==> config.mk <==
export PLATFORM = sky130hd
export DESIGN_NAME = bank_switching_mapper_with_scanline_irq
export DESIGN_NICKNAME = d
export VERILOG_FILES = /design/src/hdl/mmc3_pkg.sv /design/src/hdl/bank_switching_mapper_with_scanline_irq.sv /design/src/hdl/mmc3_rem.sv /design/src/hdl/mmc3_dp.sv /design/src/hdl/mmc3_ctrl.sv
export SDC_FILE = /design/constraint.sdc
export NUM_CORES = 1
export LEC_CHECK = 0
export BUFFER_PORTS_ARGS = -buffer_cell sky130_fd_sc_hd__buf_2
export CORE_ASPECT_RATIO = 1.25
export CORE_MARGIN = 2
export CORE_UTILIZATION = 60
export CTS_CLUSTER_DIAMETER = 120
export DETAILED_ROUTE_END_ITERATION = 8
export PLACE_DENSITY = 0.78
export SYNTH_ARGS = -nofsm -noshare
export SYNTH_HDL_FRONTEND = slang
export SYNTH_SLANG_ARGS = --single-unit
==> constraint.sdc <==
create_clock -name aclk -period 4.5 [get_ports aclk]
set_input_delay 1.125 -clock aclk [delete_from_list [all_inputs] [get_ports aclk]]
set_output_delay 1.125 -clock aclk [all_outputs]
set_load 0.02 [all_outputs]
==> src/hdl/mmc3_pkg.sv <==
// ----------------------------------------------------------------------------
// mmc3_pkg: shared types and constants of the bank switching mapper
// Access kinds, memory targets, register indexes and controller handshakes.
// ----------------------------------------------------------------------------
package mmc3_pkg;

    localparam int KIND_W    = 3;
    localparam int ADDR_W    = 16;
    localparam int DATA_W    = 8;
    localparam int TGT_W     = 2;
    localparam int MADDR_W   = 21;
    localparam int MIRROR_W  = 2;
    localparam int COUNT_W   = 9;
    localparam int CFG_IDX_W = 2;
    localparam int BANK_W    = 8;
    localparam int NUM_BANKS = 8;
    localparam int BSEL_W    = 3;
    localparam int PRG_OFF_W = 13;
    localparam int CHR_OFF_W = 10;
    localparam int DIV_STEPS = 8;
    localparam int STEP_W    = 3;

    localparam logic [KIND_W-1:0] KIND_CPU_READ  = 3'd0;
    localparam logic [KIND_W-1:0] KIND_CPU_WRITE = 3'd1;
    localparam logic [KIND_W-1:0] KIND_PPU_READ  = 3'd2;
    localparam logic [KIND_W-1:0] KIND_PPU_WRITE = 3'd3;
    localparam logic [KIND_W-1:0] KIND_SCANLINE  = 3'd4;

    localparam logic [TGT_W-1:0] TGT_NONE = 2'd0;
    localparam logic [TGT_W-1:0] TGT_PRG  = 2'd1;
    localparam logic [TGT_W-1:0] TGT_CHR  = 2'd2;

    localparam logic [MIRROR_W-1:0] MIRROR_VERTICAL    = 2'd0;
    localparam logic [MIRROR_W-1:0] MIRROR_FOUR_SCREEN = 2'd2;

    localparam logic [CFG_IDX_W-1:0] CFG_PRG_COUNT  = 2'd0;
    localparam logic [CFG_IDX_W-1:0] CFG_CHR_COUNT  = 2'd1;
    localparam logic [CFG_IDX_W-1:0] CFG_CHR_IS_RAM = 2'd2;
    localparam logic [CFG_IDX_W-1:0] CFG_INIT_MIRROR = 2'd3;

    // cpu register window, address bits 14:13 above 0x8000
    localparam logic [1:0] REG_BANK   = 2'd0;
    localparam logic [1:0] REG_MIRROR = 2'd1;
    localparam logic [1:0] REG_IRQ    = 2'd2;

    localparam logic [COUNT_W-1:0] PRG_COUNT_RESET = 9'd4;
    localparam logic [COUNT_W-1:0] CHR_COUNT_RESET = 9'd8;
    localparam logic [COUNT_W-1:0] MAX_BANKS       = 9'd256;

    typedef struct packed {
        logic capture;
        logic exec;
        logic mod_step;
        logic commit;
    } dp_cmd_t;

    typedef struct packed {
        logic need_mod;
        logic out_busy;
    } dp_status_t;

endpackage

==> src/hdl/bank_switching_mapper_with_scanline_irq.sv <==
// ----------------------------------------------------------------------------
// bank_switching_mapper_with_scanline_irq: bank switching cartridge mapper
// Maps cpu and ppu accesses to program rom and pattern memory addresses.
// ----------------------------------------------------------------------------
//  channel | direction | handshake          | payload
//  cfg     | in        | cfg_we             | cfg_index, cfg_data
//  s       | in        | s_valid / s_ready  | s_kind, s_address, s_write_value
//  m       | out       | m_valid / m_ready  | m_mem_target, m_mem_address, m_mem_write,
//          |           |                    | m_mem_write_value, m_irq, m_mirroring
//
//  one item at a time: cpu writes, ticks and accesses that map nowhere go from the
//  execute step straight to commit; a mapped memory access first steps through
//  the bit serial bank count remainder unit
//  synchronous active low reset restores the mapper registers and config defaults
//  a stalled result sits in the output register; the next item is taken meanwhile
//  and waits in commit until the output register drains
// ----------------------------------------------------------------------------
module bank_switching_mapper_with_scanline_irq (
    input  logic                            aclk,
    input  logic                            aresetn,
    input  logic                            cfg_we,
    input  logic [mmc3_pkg::CFG_IDX_W-1:0]  cfg_index,
    input  logic [mmc3_pkg::COUNT_W-1:0]    cfg_data,
    input  logic                            s_valid,
    output logic                            s_ready,
    input  logic [mmc3_pkg::KIND_W-1:0]     s_kind,
    input  logic [mmc3_pkg::ADDR_W-1:0]     s_address,
    input  logic [mmc3_pkg::DATA_W-1:0]     s_write_value,
    output logic                            m_valid,
    input  logic                            m_ready,
    output logic [mmc3_pkg::TGT_W-1:0]      m_mem_target,
    output logic [mmc3_pkg::MADDR_W-1:0]    m_mem_address,
    output logic                            m_mem_write,
    output logic [mmc3_pkg::DATA_W-1:0]     m_mem_write_value,
    output logic                            m_irq,
    output logic [mmc3_pkg::MIRROR_W-1:0]   m_mirroring
);
    import mmc3_pkg::*;

    dp_cmd_t    cmd;
    dp_status_t status;

    mmc3_ctrl u_ctrl (
        .aclk    (aclk),
        .aresetn (aresetn),
        .s_valid (s_valid),
        .s_ready (s_ready),
        .status  (status),
        .cmd     (cmd)
    );

    mmc3_dp u_dp (
        .aclk              (aclk),
        .aresetn           (aresetn),
        .cfg_we            (cfg_we),
        .cfg_index         (cfg_index),
        .cfg_data          (cfg_data),
        .s_kind            (s_kind),
        .s_address         (s_address),
        .s_write_value     (s_write_value),
        .cmd               (cmd),
        .status            (status),
        .m_ready           (m_ready),
        .m_valid           (m_valid),
        .m_mem_target      (m_mem_target),
        .m_mem_address     (m_mem_address),
        .m_mem_write       (m_mem_write),
        .m_mem_write_value (m_mem_write_value),
        .m_irq             (m_irq),
        .m_mirroring       (m_mirroring)
    );

endmodule

==> src/hdl/mmc3_rem.sv <==
// ----------------------------------------------------------------------------
// mmc3_rem: bit serial remainder unit
// Reduces an 8-bit bank number modulo a bank count of 1 to 256, one bit a cycle while step is high.
// ----------------------------------------------------------------------------
module mmc3_rem (
    input  logic                          aclk,
    input  logic                          load,
    input  logic                          step,
    input  logic [mmc3_pkg::BANK_W-1:0]   dividend,
    input  logic [mmc3_pkg::COUNT_W-1:0]  divisor,
    output logic [mmc3_pkg::BANK_W-1:0]   remainder
);
    import mmc3_pkg::*;

    logic [BANK_W-1:0]  rem_reg;
    logic [BANK_W-1:0]  dvd_reg;
    logic [COUNT_W-1:0] trial;
    logic [COUNT_W-1:0] diff;
    logic [BANK_W-1:0]  rem_next;

    // partial remainder stays below the divisor, so it fits in 8 bits
    assign trial    = {rem_reg, dvd_reg[BANK_W-1]};
    assign diff     = trial - divisor;
    assign rem_next = (trial >= divisor) ? diff[BANK_W-1:0] : trial[BANK_W-1:0];

    always_ff @(posedge aclk) begin
        if (load) begin
            rem_reg <= '0;
            dvd_reg <= dividend;
        end else if (step) begin
            rem_reg <= rem_next;
            dvd_reg <= {dvd_reg[BANK_W-2:0], 1'b0};
        end
    end

    assign remainder = rem_reg;

endmodule

==> src/hdl/mmc3_dp.sv <==
// ----------------------------------------------------------------------------
// mmc3_dp: mapper datapath
// Holds configuration and mapper registers, decodes accesses, owns result reg.
// ----------------------------------------------------------------------------
module mmc3_dp (
    input  logic                            aclk,
    input  logic                            aresetn,
    input  logic                            cfg_we,
    input  logic [mmc3_pkg::CFG_IDX_W-1:0]  cfg_index,
    input  logic [mmc3_pkg::COUNT_W-1:0]    cfg_data,
    input  logic [mmc3_pkg::KIND_W-1:0]     s_kind,
    input  logic [mmc3_pkg::ADDR_W-1:0]     s_address,
    input  logic [mmc3_pkg::DATA_W-1:0]     s_write_value,
    input  mmc3_pkg::dp_cmd_t               cmd,
    output mmc3_pkg::dp_status_t            status,
    input  logic                            m_ready,
    output logic                            m_valid,
    output logic [mmc3_pkg::TGT_W-1:0]      m_mem_target,
    output logic [mmc3_pkg::MADDR_W-1:0]    m_mem_address,
    output logic                            m_mem_write,
    output logic [mmc3_pkg::DATA_W-1:0]     m_mem_write_value,
    output logic                            m_irq,
    output logic [mmc3_pkg::MIRROR_W-1:0]   m_mirroring
);
    import mmc3_pkg::*;

    // configuration
    logic [COUNT_W-1:0]  prg_count_reg;
    logic [COUNT_W-1:0]  chr_count_reg;
    logic                chr_ram_reg;

    // mapper state
    logic [BSEL_W-1:0]   bank_sel_reg;
    logic                prg_swap_reg;
    logic                chr_invert_reg;
    logic [BANK_W-1:0]   bank_reg [NUM_BANKS];
    logic [MIRROR_W-1:0] mirror_reg;
    logic [BANK_W-1:0]   irq_reload_reg;
    logic [BANK_W-1:0]   irq_count_reg;
    logic                irq_pending_reg;
    logic                irq_enable_reg;

    // captured item and pending result
    logic [KIND_W-1:0]    kind_reg;
    logic [ADDR_W-1:0]    addr_reg;
    logic [DATA_W-1:0]    data_reg;
    logic [TGT_W-1:0]     pend_target_reg;
    logic [PRG_OFF_W-1:0] pend_off_reg;
    logic                 pend_wr_reg;
    logic [DATA_W-1:0]    pend_val_reg;
    logic                 pend_irq_reg;

    // result register
    logic                 m_valid_reg;
    logic [TGT_W-1:0]     m_target_reg;
    logic [MADDR_W-1:0]   m_address_reg;
    logic                 m_write_reg;
    logic [DATA_W-1:0]    m_value_reg;
    logic                 m_irq_reg;
    logic [MIRROR_W-1:0]  m_mirror_reg;

    logic [COUNT_W-1:0]   prg_cnt;
    logic [COUNT_W-1:0]   chr_cnt;
    logic [COUNT_W-1:0]   prg_last_w;
    logic [COUNT_W-1:0]   prg_second_w;
    logic [BANK_W-1:0]    prg_last;
    logic [BANK_W-1:0]    prg_second;
    logic [BANK_W-1:0]    prg_raw;
    logic [BSEL_W-1:0]    chr_win;
    logic [BSEL_W-1:0]    chr_idx;
    logic [BANK_W-1:0]    chr_raw;
    logic [TGT_W-1:0]     tgt;
    logic [BANK_W-1:0]    raw;
    logic [PRG_OFF_W-1:0] off;
    logic                 wr;
    logic                 even;
    logic                 reg_write;
    logic [BANK_W-1:0]    irq_count_next;
    logic                 irq_next;
    logic [COUNT_W-1:0]   divisor;
    logic [BANK_W-1:0]    remainder;
    logic [MIRROR_W-1:0]  mirror_cfg_next;
    logic [MADDR_W-1:0]   address_next;

    // counts above 256 behave as 256
    assign prg_cnt = (prg_count_reg > MAX_BANKS) ? MAX_BANKS : prg_count_reg;
    assign chr_cnt = (chr_count_reg > MAX_BANKS) ? MAX_BANKS : chr_count_reg;

    assign prg_last_w   = prg_cnt - 9'd1;
    assign prg_second_w = (prg_cnt >= 9'd2) ? (prg_cnt - 9'd2) : '0;
    assign prg_last     = prg_last_w[BANK_W-1:0];
    assign prg_second   = prg_second_w[BANK_W-1:0];

    always_comb begin
        case (addr_reg[14:13])
            2'd0:    prg_raw = prg_swap_reg ? prg_second : bank_reg[6];
            2'd1:    prg_raw = bank_reg[7];
            2'd2:    prg_raw = prg_swap_reg ? bank_reg[6] : prg_second;
            default: prg_raw = prg_last;
        endcase
    end

    assign chr_win = addr_reg[12:10] ^ {chr_invert_reg, 2'b00};
    assign chr_idx = chr_win - 3'd2;

    always_comb begin
        case (chr_win)
            3'd0, 3'd1: chr_raw = {bank_reg[0][BANK_W-1:1], chr_win[0]};
            3'd2, 3'd3: chr_raw = {bank_reg[1][BANK_W-1:1], chr_win[0]};
            default:    chr_raw = bank_reg[chr_idx];
        endcase
    end

    // access decode, valid while the controller is in its execute step
    always_comb begin
        tgt = TGT_NONE;
        raw = '0;
        off = '0;
        wr  = 1'b0;
        case (kind_reg)
            KIND_CPU_READ: begin
                if (addr_reg[15] && prg_cnt != '0) begin
                    tgt = TGT_PRG;
                    raw = prg_raw;
                    off = addr_reg[PRG_OFF_W-1:0];
                end
            end
            KIND_PPU_READ, KIND_PPU_WRITE: begin
                if (addr_reg[15:13] == 3'd0 && chr_cnt != '0 &&
                    (kind_reg == KIND_PPU_READ || chr_ram_reg)) begin
                    tgt = TGT_CHR;
                    raw = chr_raw;
                    off = {3'b000, addr_reg[CHR_OFF_W-1:0]};
                    wr  = (kind_reg == KIND_PPU_WRITE);
                end
            end
            default: ;
        endcase
    end

    assign even      = ~addr_reg[0];
    assign reg_write = cmd.exec && kind_reg == KIND_CPU_WRITE && addr_reg[15];

    // scanline counter: reload on zero or on request, else count down
    assign irq_count_next = (irq_count_reg == '0 || irq_pending_reg) ? irq_reload_reg
                                                                     : irq_count_reg - 8'd1;
    assign irq_next = (irq_count_next == '0) && irq_enable_reg;

    assign mirror_cfg_next = (cfg_data[1:0] >= MIRROR_FOUR_SCREEN) ? MIRROR_FOUR_SCREEN
                                                                    : cfg_data[1:0];

    always_ff @(posedge aclk) begin
        if (!aresetn) begin
            prg_count_reg   <= PRG_COUNT_RESET;
            chr_count_reg   <= CHR_COUNT_RESET;
            chr_ram_reg     <= 1'b0;
            bank_sel_reg    <= '0;
            prg_swap_reg    <= 1'b0;
            chr_invert_reg  <= 1'b0;
            for (int i = 0; i < NUM_BANKS; i++) begin
                bank_reg[i] <= '0;
            end
            mirror_reg      <= MIRROR_VERTICAL;
            irq_reload_reg  <= '0;
            irq_count_reg   <= '0;
            irq_pending_reg <= 1'b0;
            irq_enable_reg  <= 1'b0;
            m_valid_reg     <= 1'b0;
        end else begin
            if (cfg_we) begin
                case (cfg_index)
                    CFG_PRG_COUNT:   prg_count_reg <= cfg_data;
                    CFG_CHR_COUNT:   chr_count_reg <= cfg_data;
                    CFG_CHR_IS_RAM:  chr_ram_reg   <= cfg_data[0];
                    CFG_INIT_MIRROR: mirror_reg    <= mirror_cfg_next;
                    default: ;
                endcase
            end
            if (reg_write) begin
                case (addr_reg[14:13])
                    REG_BANK: begin
                        if (even) begin
                            bank_sel_reg   <= data_reg[BSEL_W-1:0];
                            prg_swap_reg   <= data_reg[6];
                            chr_invert_reg <= data_reg[7];
                        end else begin
                            bank_reg[bank_sel_reg] <= data_reg;
                        end
                    end
                    REG_MIRROR: begin
                        if (even && mirror_reg != MIRROR_FOUR_SCREEN) begin
                            mirror_reg <= {1'b0, data_reg[0]};
                        end
                    end
                    REG_IRQ: begin
                        if (even) begin
                            irq_reload_reg <= data_reg;
                        end else begin
                            irq_pending_reg <= 1'b1;
                        end
                    end
                    default: irq_enable_reg <= ~even;
                endcase
            end
            if (cmd.exec && kind_reg == KIND_SCANLINE) begin
                irq_count_reg   <= irq_count_next;
                irq_pending_reg <= 1'b0;
            end
            if (cmd.commit) begin
                m_valid_reg <= 1'b1;
            end else if (m_ready) begin
                m_valid_reg <= 1'b0;
            end
        end
    end

    always_comb begin
        case (pend_target_reg)
            TGT_PRG: address_next = {remainder, pend_off_reg};
            TGT_CHR: address_next = {3'b000, remainder, pend_off_reg[CHR_OFF_W-1:0]};
            default: address_next = '0;
        endcase
    end

    always_ff @(posedge aclk) begin
        if (cmd.capture) begin
            kind_reg <= s_kind;
            addr_reg <= s_address;
            data_reg <= s_write_value;
        end
        if (cmd.exec) begin
            pend_target_reg <= tgt;
            pend_off_reg    <= off;
            pend_wr_reg     <= wr;
            pend_val_reg    <= wr ? data_reg : '0;
            pend_irq_reg    <= (kind_reg == KIND_SCANLINE) && irq_next;
        end
        if (cmd.commit) begin
            m_target_reg  <= pend_target_reg;
            m_address_reg <= address_next;
            m_write_reg   <= pend_wr_reg;
            m_value_reg   <= pend_val_reg;
            m_irq_reg     <= pend_irq_reg;
            m_mirror_reg  <= mirror_reg;
        end
    end

    assign divisor = (pend_target_reg == TGT_PRG) ? prg_cnt : chr_cnt;

    mmc3_rem u_rem (
        .aclk      (aclk),
        .load      (cmd.exec),
        .step      (cmd.mod_step),
        .dividend  (raw),
        .divisor   (divisor),
        .remainder (remainder)
    );

    assign status.need_mod = (tgt != TGT_NONE);
    assign status.out_busy = m_valid_reg && !m_ready;

    assign m_valid           = m_valid_reg;
    assign m_mem_target      = m_target_reg;
    assign m_mem_address     = m_address_reg;
    assign m_mem_write       = m_write_reg;
    assign m_mem_write_value = m_value_reg;
    assign m_irq             = m_irq_reg;
    assign m_mirroring       = m_mirror_reg;

`ifndef SYNTHESIS
    a_commit_free: assert property (@(posedge aclk) disable iff (!aresetn)
        cmd.commit |-> !(m_valid_reg && !m_ready))
        else $error("result overwritten before transfer");
    a_write_chr: assert property (@(posedge aclk) disable iff (!aresetn)
        (m_valid_reg && m_write_reg) |-> (m_target_reg == TGT_CHR))
        else $error("pattern write without pattern target");
    a_irq_no_access: assert property (@(posedge aclk) disable iff (!aresetn)
        (m_valid_reg && m_irq_reg) |-> (m_target_reg == TGT_NONE))
        else $error("irq raised on a memory access");
`endif

endmodule

==> src/hdl/mmc3_ctrl.sv <==
// ----------------------------------------------------------------------------
// mmc3_ctrl: mapper controller
// Sequences capture, decode, remainder steps and result commit per item.
// ----------------------------------------------------------------------------
module mmc3_ctrl (
    input  logic                  aclk,
    input  logic                  aresetn,
    input  logic                  s_valid,
    output logic                  s_ready,
    input  mmc3_pkg::dp_status_t  status,
    output mmc3_pkg::dp_cmd_t     cmd
);
    import mmc3_pkg::*;

    typedef enum logic [1:0] {
        ST_IDLE,
        ST_EXEC,
        ST_DIVIDE,
        ST_COMMIT
    } state_t;

    localparam logic [STEP_W-1:0] LAST_STEP = STEP_W'(DIV_STEPS - 1);

    state_t            state_reg;
    logic              s_ready_reg;
    logic [STEP_W-1:0] step_reg;

    always_ff @(posedge aclk) begin
        if (!aresetn) begin
            state_reg   <= ST_IDLE;
            s_ready_reg <= 1'b1;
            step_reg    <= '0;
        end else begin
            case (state_reg)
                ST_IDLE: begin
                    if (s_valid && s_ready_reg) begin
                        state_reg   <= ST_EXEC;
                        s_ready_reg <= 1'b0;
                    end
                end
                ST_EXEC: begin
                    step_reg  <= '0;
                    state_reg <= status.need_mod ? ST_DIVIDE : ST_COMMIT;
                end
                ST_DIVIDE: begin
                    step_reg <= step_reg + 3'd1;
                    if (step_reg == LAST_STEP) begin
                        state_reg <= ST_COMMIT;
                    end
                end
                ST_COMMIT: begin
                    // wait for the result register to drain
                    if (!status.out_busy) begin
                        state_reg   <= ST_IDLE;
                        s_ready_reg <= 1'b1;
                    end
                end
                default: begin
                    state_reg   <= ST_IDLE;
                    s_ready_reg <= 1'b1;
                end
            endcase
        end
    end

    assign s_ready      = s_ready_reg;
    assign cmd.capture  = (state_reg == ST_IDLE) && s_valid && s_ready_reg;
    assign cmd.exec     = (state_reg == ST_EXEC);
    assign cmd.mod_step = (state_reg == ST_DIVIDE);
    assign cmd.commit   = (state_reg == ST_COMMIT) && !status.out_busy;

`ifndef SYNTHESIS
    a_accept_exec: assert property (@(posedge aclk) disable iff (!aresetn)
        (s_valid && s_ready_reg) |=> (state_reg == ST_EXEC && !s_ready_reg))
        else $error("transfer not followed by execute step");
    a_divide_len: assert property (@(posedge aclk) disable iff (!aresetn)
        (state_reg == ST_DIVIDE && step_reg == LAST_STEP) |=> (state_reg == ST_COMMIT))
        else $error("remainder sequence length wrong");
    a_ready_idle: assert property (@(posedge aclk) disable iff (!aresetn)
        s_ready_reg |-> (state_reg == ST_IDLE))
        else $error("ready outside idle");
`endif

endmodule
==> results.py <==
metrics = {
    "global_route": {
        "grt_pass1_wl_mm": 34.09,
        "gr-total-overflow": 0,
        "grt_pass1_vias": 6667,
        "grt_use_total_pct": 23.94,
        "antenna_found_initial": 0,
        "grt_max_degree": 60,
    },
    "cts": {
        "numClockSinks": 216,
        "ctsLongestPathBuffers": 3,
        "h-tree-depth": 1,
        "cts_root_buf": "clkbuf_16",
        "hold_buffers": 0,
        "numCtsBuffers": 21,
        "clk_pin_slew_ns": 0.07,
        "post_cts_resized": 0,
        "clk_latency_ns": 0.51,
        "cts_tree": "yes",
        "cts_setup_buffers": 0,
    },
    "sta": {
        "skew_ns": 0.01403,
        "holdWs_ns": 0.4180,
        "hold_viol": 0,
        "period_minus_slack_ns": 3.475,
        "layout_setup_ws_ns": 1.025,
        "drv_slew": 0,
        "setup_viol": 0,
        "max_freq_ghz": 0.2877,
        "tns_ns": 0,
        "rsz0062_at_grt": "false",
        "period_share_pct": 77.23,
        "slew_headroom_pct": 29.60,
        "worst_slew_pin_slew_ns": 1.052,
    },
    "final_layout": {
        "nFillCells": 1200,
        "fin_cells": 1179,
        "largest_reg_flops": 62,
        "n_antenna_cell": 0,
        "nNetsFinal": 1012,
        "final_common_cell": "edfxtp_1",
        "mostFrequentLayoutCells": "edfxtp_1 (157), and2_1 (96), buf_2 (79), nor2_1 (60), dfxtp_1 (59)",
        "area.growth.synth_to_final_pct": 13.41,
        "layout-drive-gt1-share_pct": 16.06,
    },
    "pwr": {
        "p_leak_nw": 4.464,
        "ir_drop_v": 0.0003126,
        "p_per_area_nw_per_um2": 527.6,
    },
    "job": {
        "maxCapViolations": 0,
    },
    "worst_setup_path": {
        "regToRegSetupSlack_ns": 1.02,
        "cp_max_fo": 22,
        "critPathRequiredTime_ns": 4.92,
        "start_kind": "flop",
        "path_cells": "inv_1 -> ha_1 -> buf_4 -> nor3b_1 -> a21oi_1 -> ha_1 -> a21o_1 -> a21oi_1 -> and2_0 -> a31oi_2 -> mux2_2 -> a211oi_1",
        "crit_arrival_ns": 3.89,
        "criticalPathCategory": "flop to flop",
        "cp_top_family": "compound AO/OA/AOI/OAI gates",
        "cp_num_buf_inv": 2,
        "slowest_delay_ns": 0.65,
        "endpoint_kind": "flop",
        "worst_path_max_delay_cell": "ha_1",
    },
    "route": {
        "wirelength_mm": 21.62,
        "ant_nets": 0,
        "first_pass_iters": 5,
        "route.detailed.drc": 0,
        "drt-initial-drc-count": 425,
        "wire_per_inst_um": 18.34,
        "vias_per_cell": 5.841,
        "vias": 6887,
    },
    "synthesis": {
        "async_flop_share_pct": 0,
        "syn_area_per_cell_um2": 11.70,
        "syn_inst": 879,
        "synth-seq-area-share_pct": 57.31,
        "ys_dominant_reg_cell": "edfxtp_1",
        "synth.cell_area_um2": 10290,
        "yosysTopAreaCell": "edfxtp_1",
        "synth_area_leaders": "edfxtp_1 (46%), dfxtp_1 (11%), and2_1 (5.8%)",
        "synth_top_cell_area_share_pct": 45.83,
        "synth_cell_types": 72,
        "yosysWarnings": 0,
        "syn-num-nets": 947,
        "synth_edf_count": 157,
        "ys_seq_elements": 216,
    },
    "placement": {
        "dp_cells": 1141,
        "dp_slack_ns": 1.054,
        "globalplace.congestion": 0.9448,
        "dp_hpwl_mm": 14.78,
        "io_buffer_count": 79,
    },
    "hold_path": {
        "hp-class": "flop to flop",
    },
    "die": {
        "fp.dieH_um": 150.4,
        "ios": 80,
        "initial_core_util_pct": 61.32,
        "core_um2": 16780,
        "die_area_um2": 18220,
        "fp.dieW_um": 121.1,
        "rows": 53,
    },
    "status": {
        "status": "finished clean",
    },
}
[cells by family (layout without fill, tap and decap cells)]
family / count (synthesis) / count (layout) / synth area share, %
mux: 57 / 57 / 6.446
xor+xnor: 13 / 13 / 1.107
fa+ha+maj: 25 / 25 / 3.114
buf+inv: 71 / 151 / 2.688
compound gates: 152 / 152 / 10.19
simple gates: 345 / 345 / 19.14
flops: 216 / 216 / 57.31
[final cells by class]
| class | instances | area [um2] | share of cell area (%) |
|---|---|---|---|
| Inverter | 24 | 90.09 | 0.7721 |
| Clock buffer | 31 | 665.6 | 5.705 |
| Tap cell | 220 | 275.3 | 2.359 |
| Sequential cell | 216 | 5896 | 50.53 |
| Timing Repair Buffer | 89 | 470.5 | 4.032 |
| Clock inverter | 7 | 142.6 | 1.223 |
| Multi-Input combinational cell | 592 | 4128 | 35.38 |
[per-stage QoR]
stage | power, mW | instance area, um2 | utilization (%)
floorplan | 3.777 | 10290 | -
global placement | 4.138 | 10860 | 64.73
detailed placement | 4.178 | 10860 | 64.73
CTS | 6.178 | 11670 | 69.54
global route | 6.415 | 11670 | 69.54
finish | 6.156 | 11670 | 69.54
[cell usage after synthesis (3+ instances only)]
cell / n
and3_1: 11
xor2_1: 7
dfxtp_1: 59
o21ai_0: 26
inv_1: 23
nor3b_1: 13
nand2b_1: 18
and2_1: 96
a21oi_1: 32
a21o_1: 6
a211o_1: 3
mux4_2: 7
mux2_2: 4
o31ai_1: 4
a22oi_1: 10
mux2i_1: 46
nor4_1: 5
nand4_1: 3
nor2_1: 61
o211ai_1: 5
nand3_1: 15
clkbuf_1: 42
a211oi_1: 13
nand3b_1: 7
a21boi_0: 12
nand2_1: 40
a31oi_1: 7
nor3_1: 19
edfxtp_1: 157
or3_1: 4
o21a_1: 5
xnor2_1: 6
nor2b_1: 40
ha_1: 24
[worst paths after layout]
kind | from | endpoint | depth (start not counted)
worst min register to register | u_dp.pend_val_reg[2] | u_dp.m_mem_write_value[2] | 0
worst max register to register | u_dp.pend_target_reg[1] | u_dp.u_rem.remainder[0] | 12
worst max-delay path | u_dp.pend_target_reg[1] | u_dp.u_rem.remainder[0] | 12
worst min-delay path | u_dp.pend_val_reg[2] | u_dp.m_mem_write_value[2] | 0
[layer usage]
metal	routed length [um]	global-route usage (%)	vias up
met4	692	8.837	0
met1	8621	29.43	3289
met2	11260	43.09	202
met3	1045	2.955	50
met5	0	0	-
li1	-	-	3346
[power breakdown]
part,switching [mW],internal (mW)
combinational,0.862,0.556
clock,0.741,1.26
sequential,0.228,2.51
[worst register-to-register path, cell delays in order (launching register included)]
cell	delay, ns
edfxtp_1	0.42
inv_1	0.08
ha_1	0.65
buf_4	0.28
nor3b_1	0.06
a21oi_1	0.14
ha_1	0.22
a21o_1	0.13
a21oi_1	0.09
and2_0	0.16
a31oi_2	0.54
mux2_2	0.40
a211oi_1	0.22
Power figures use the tool's default switching activity.
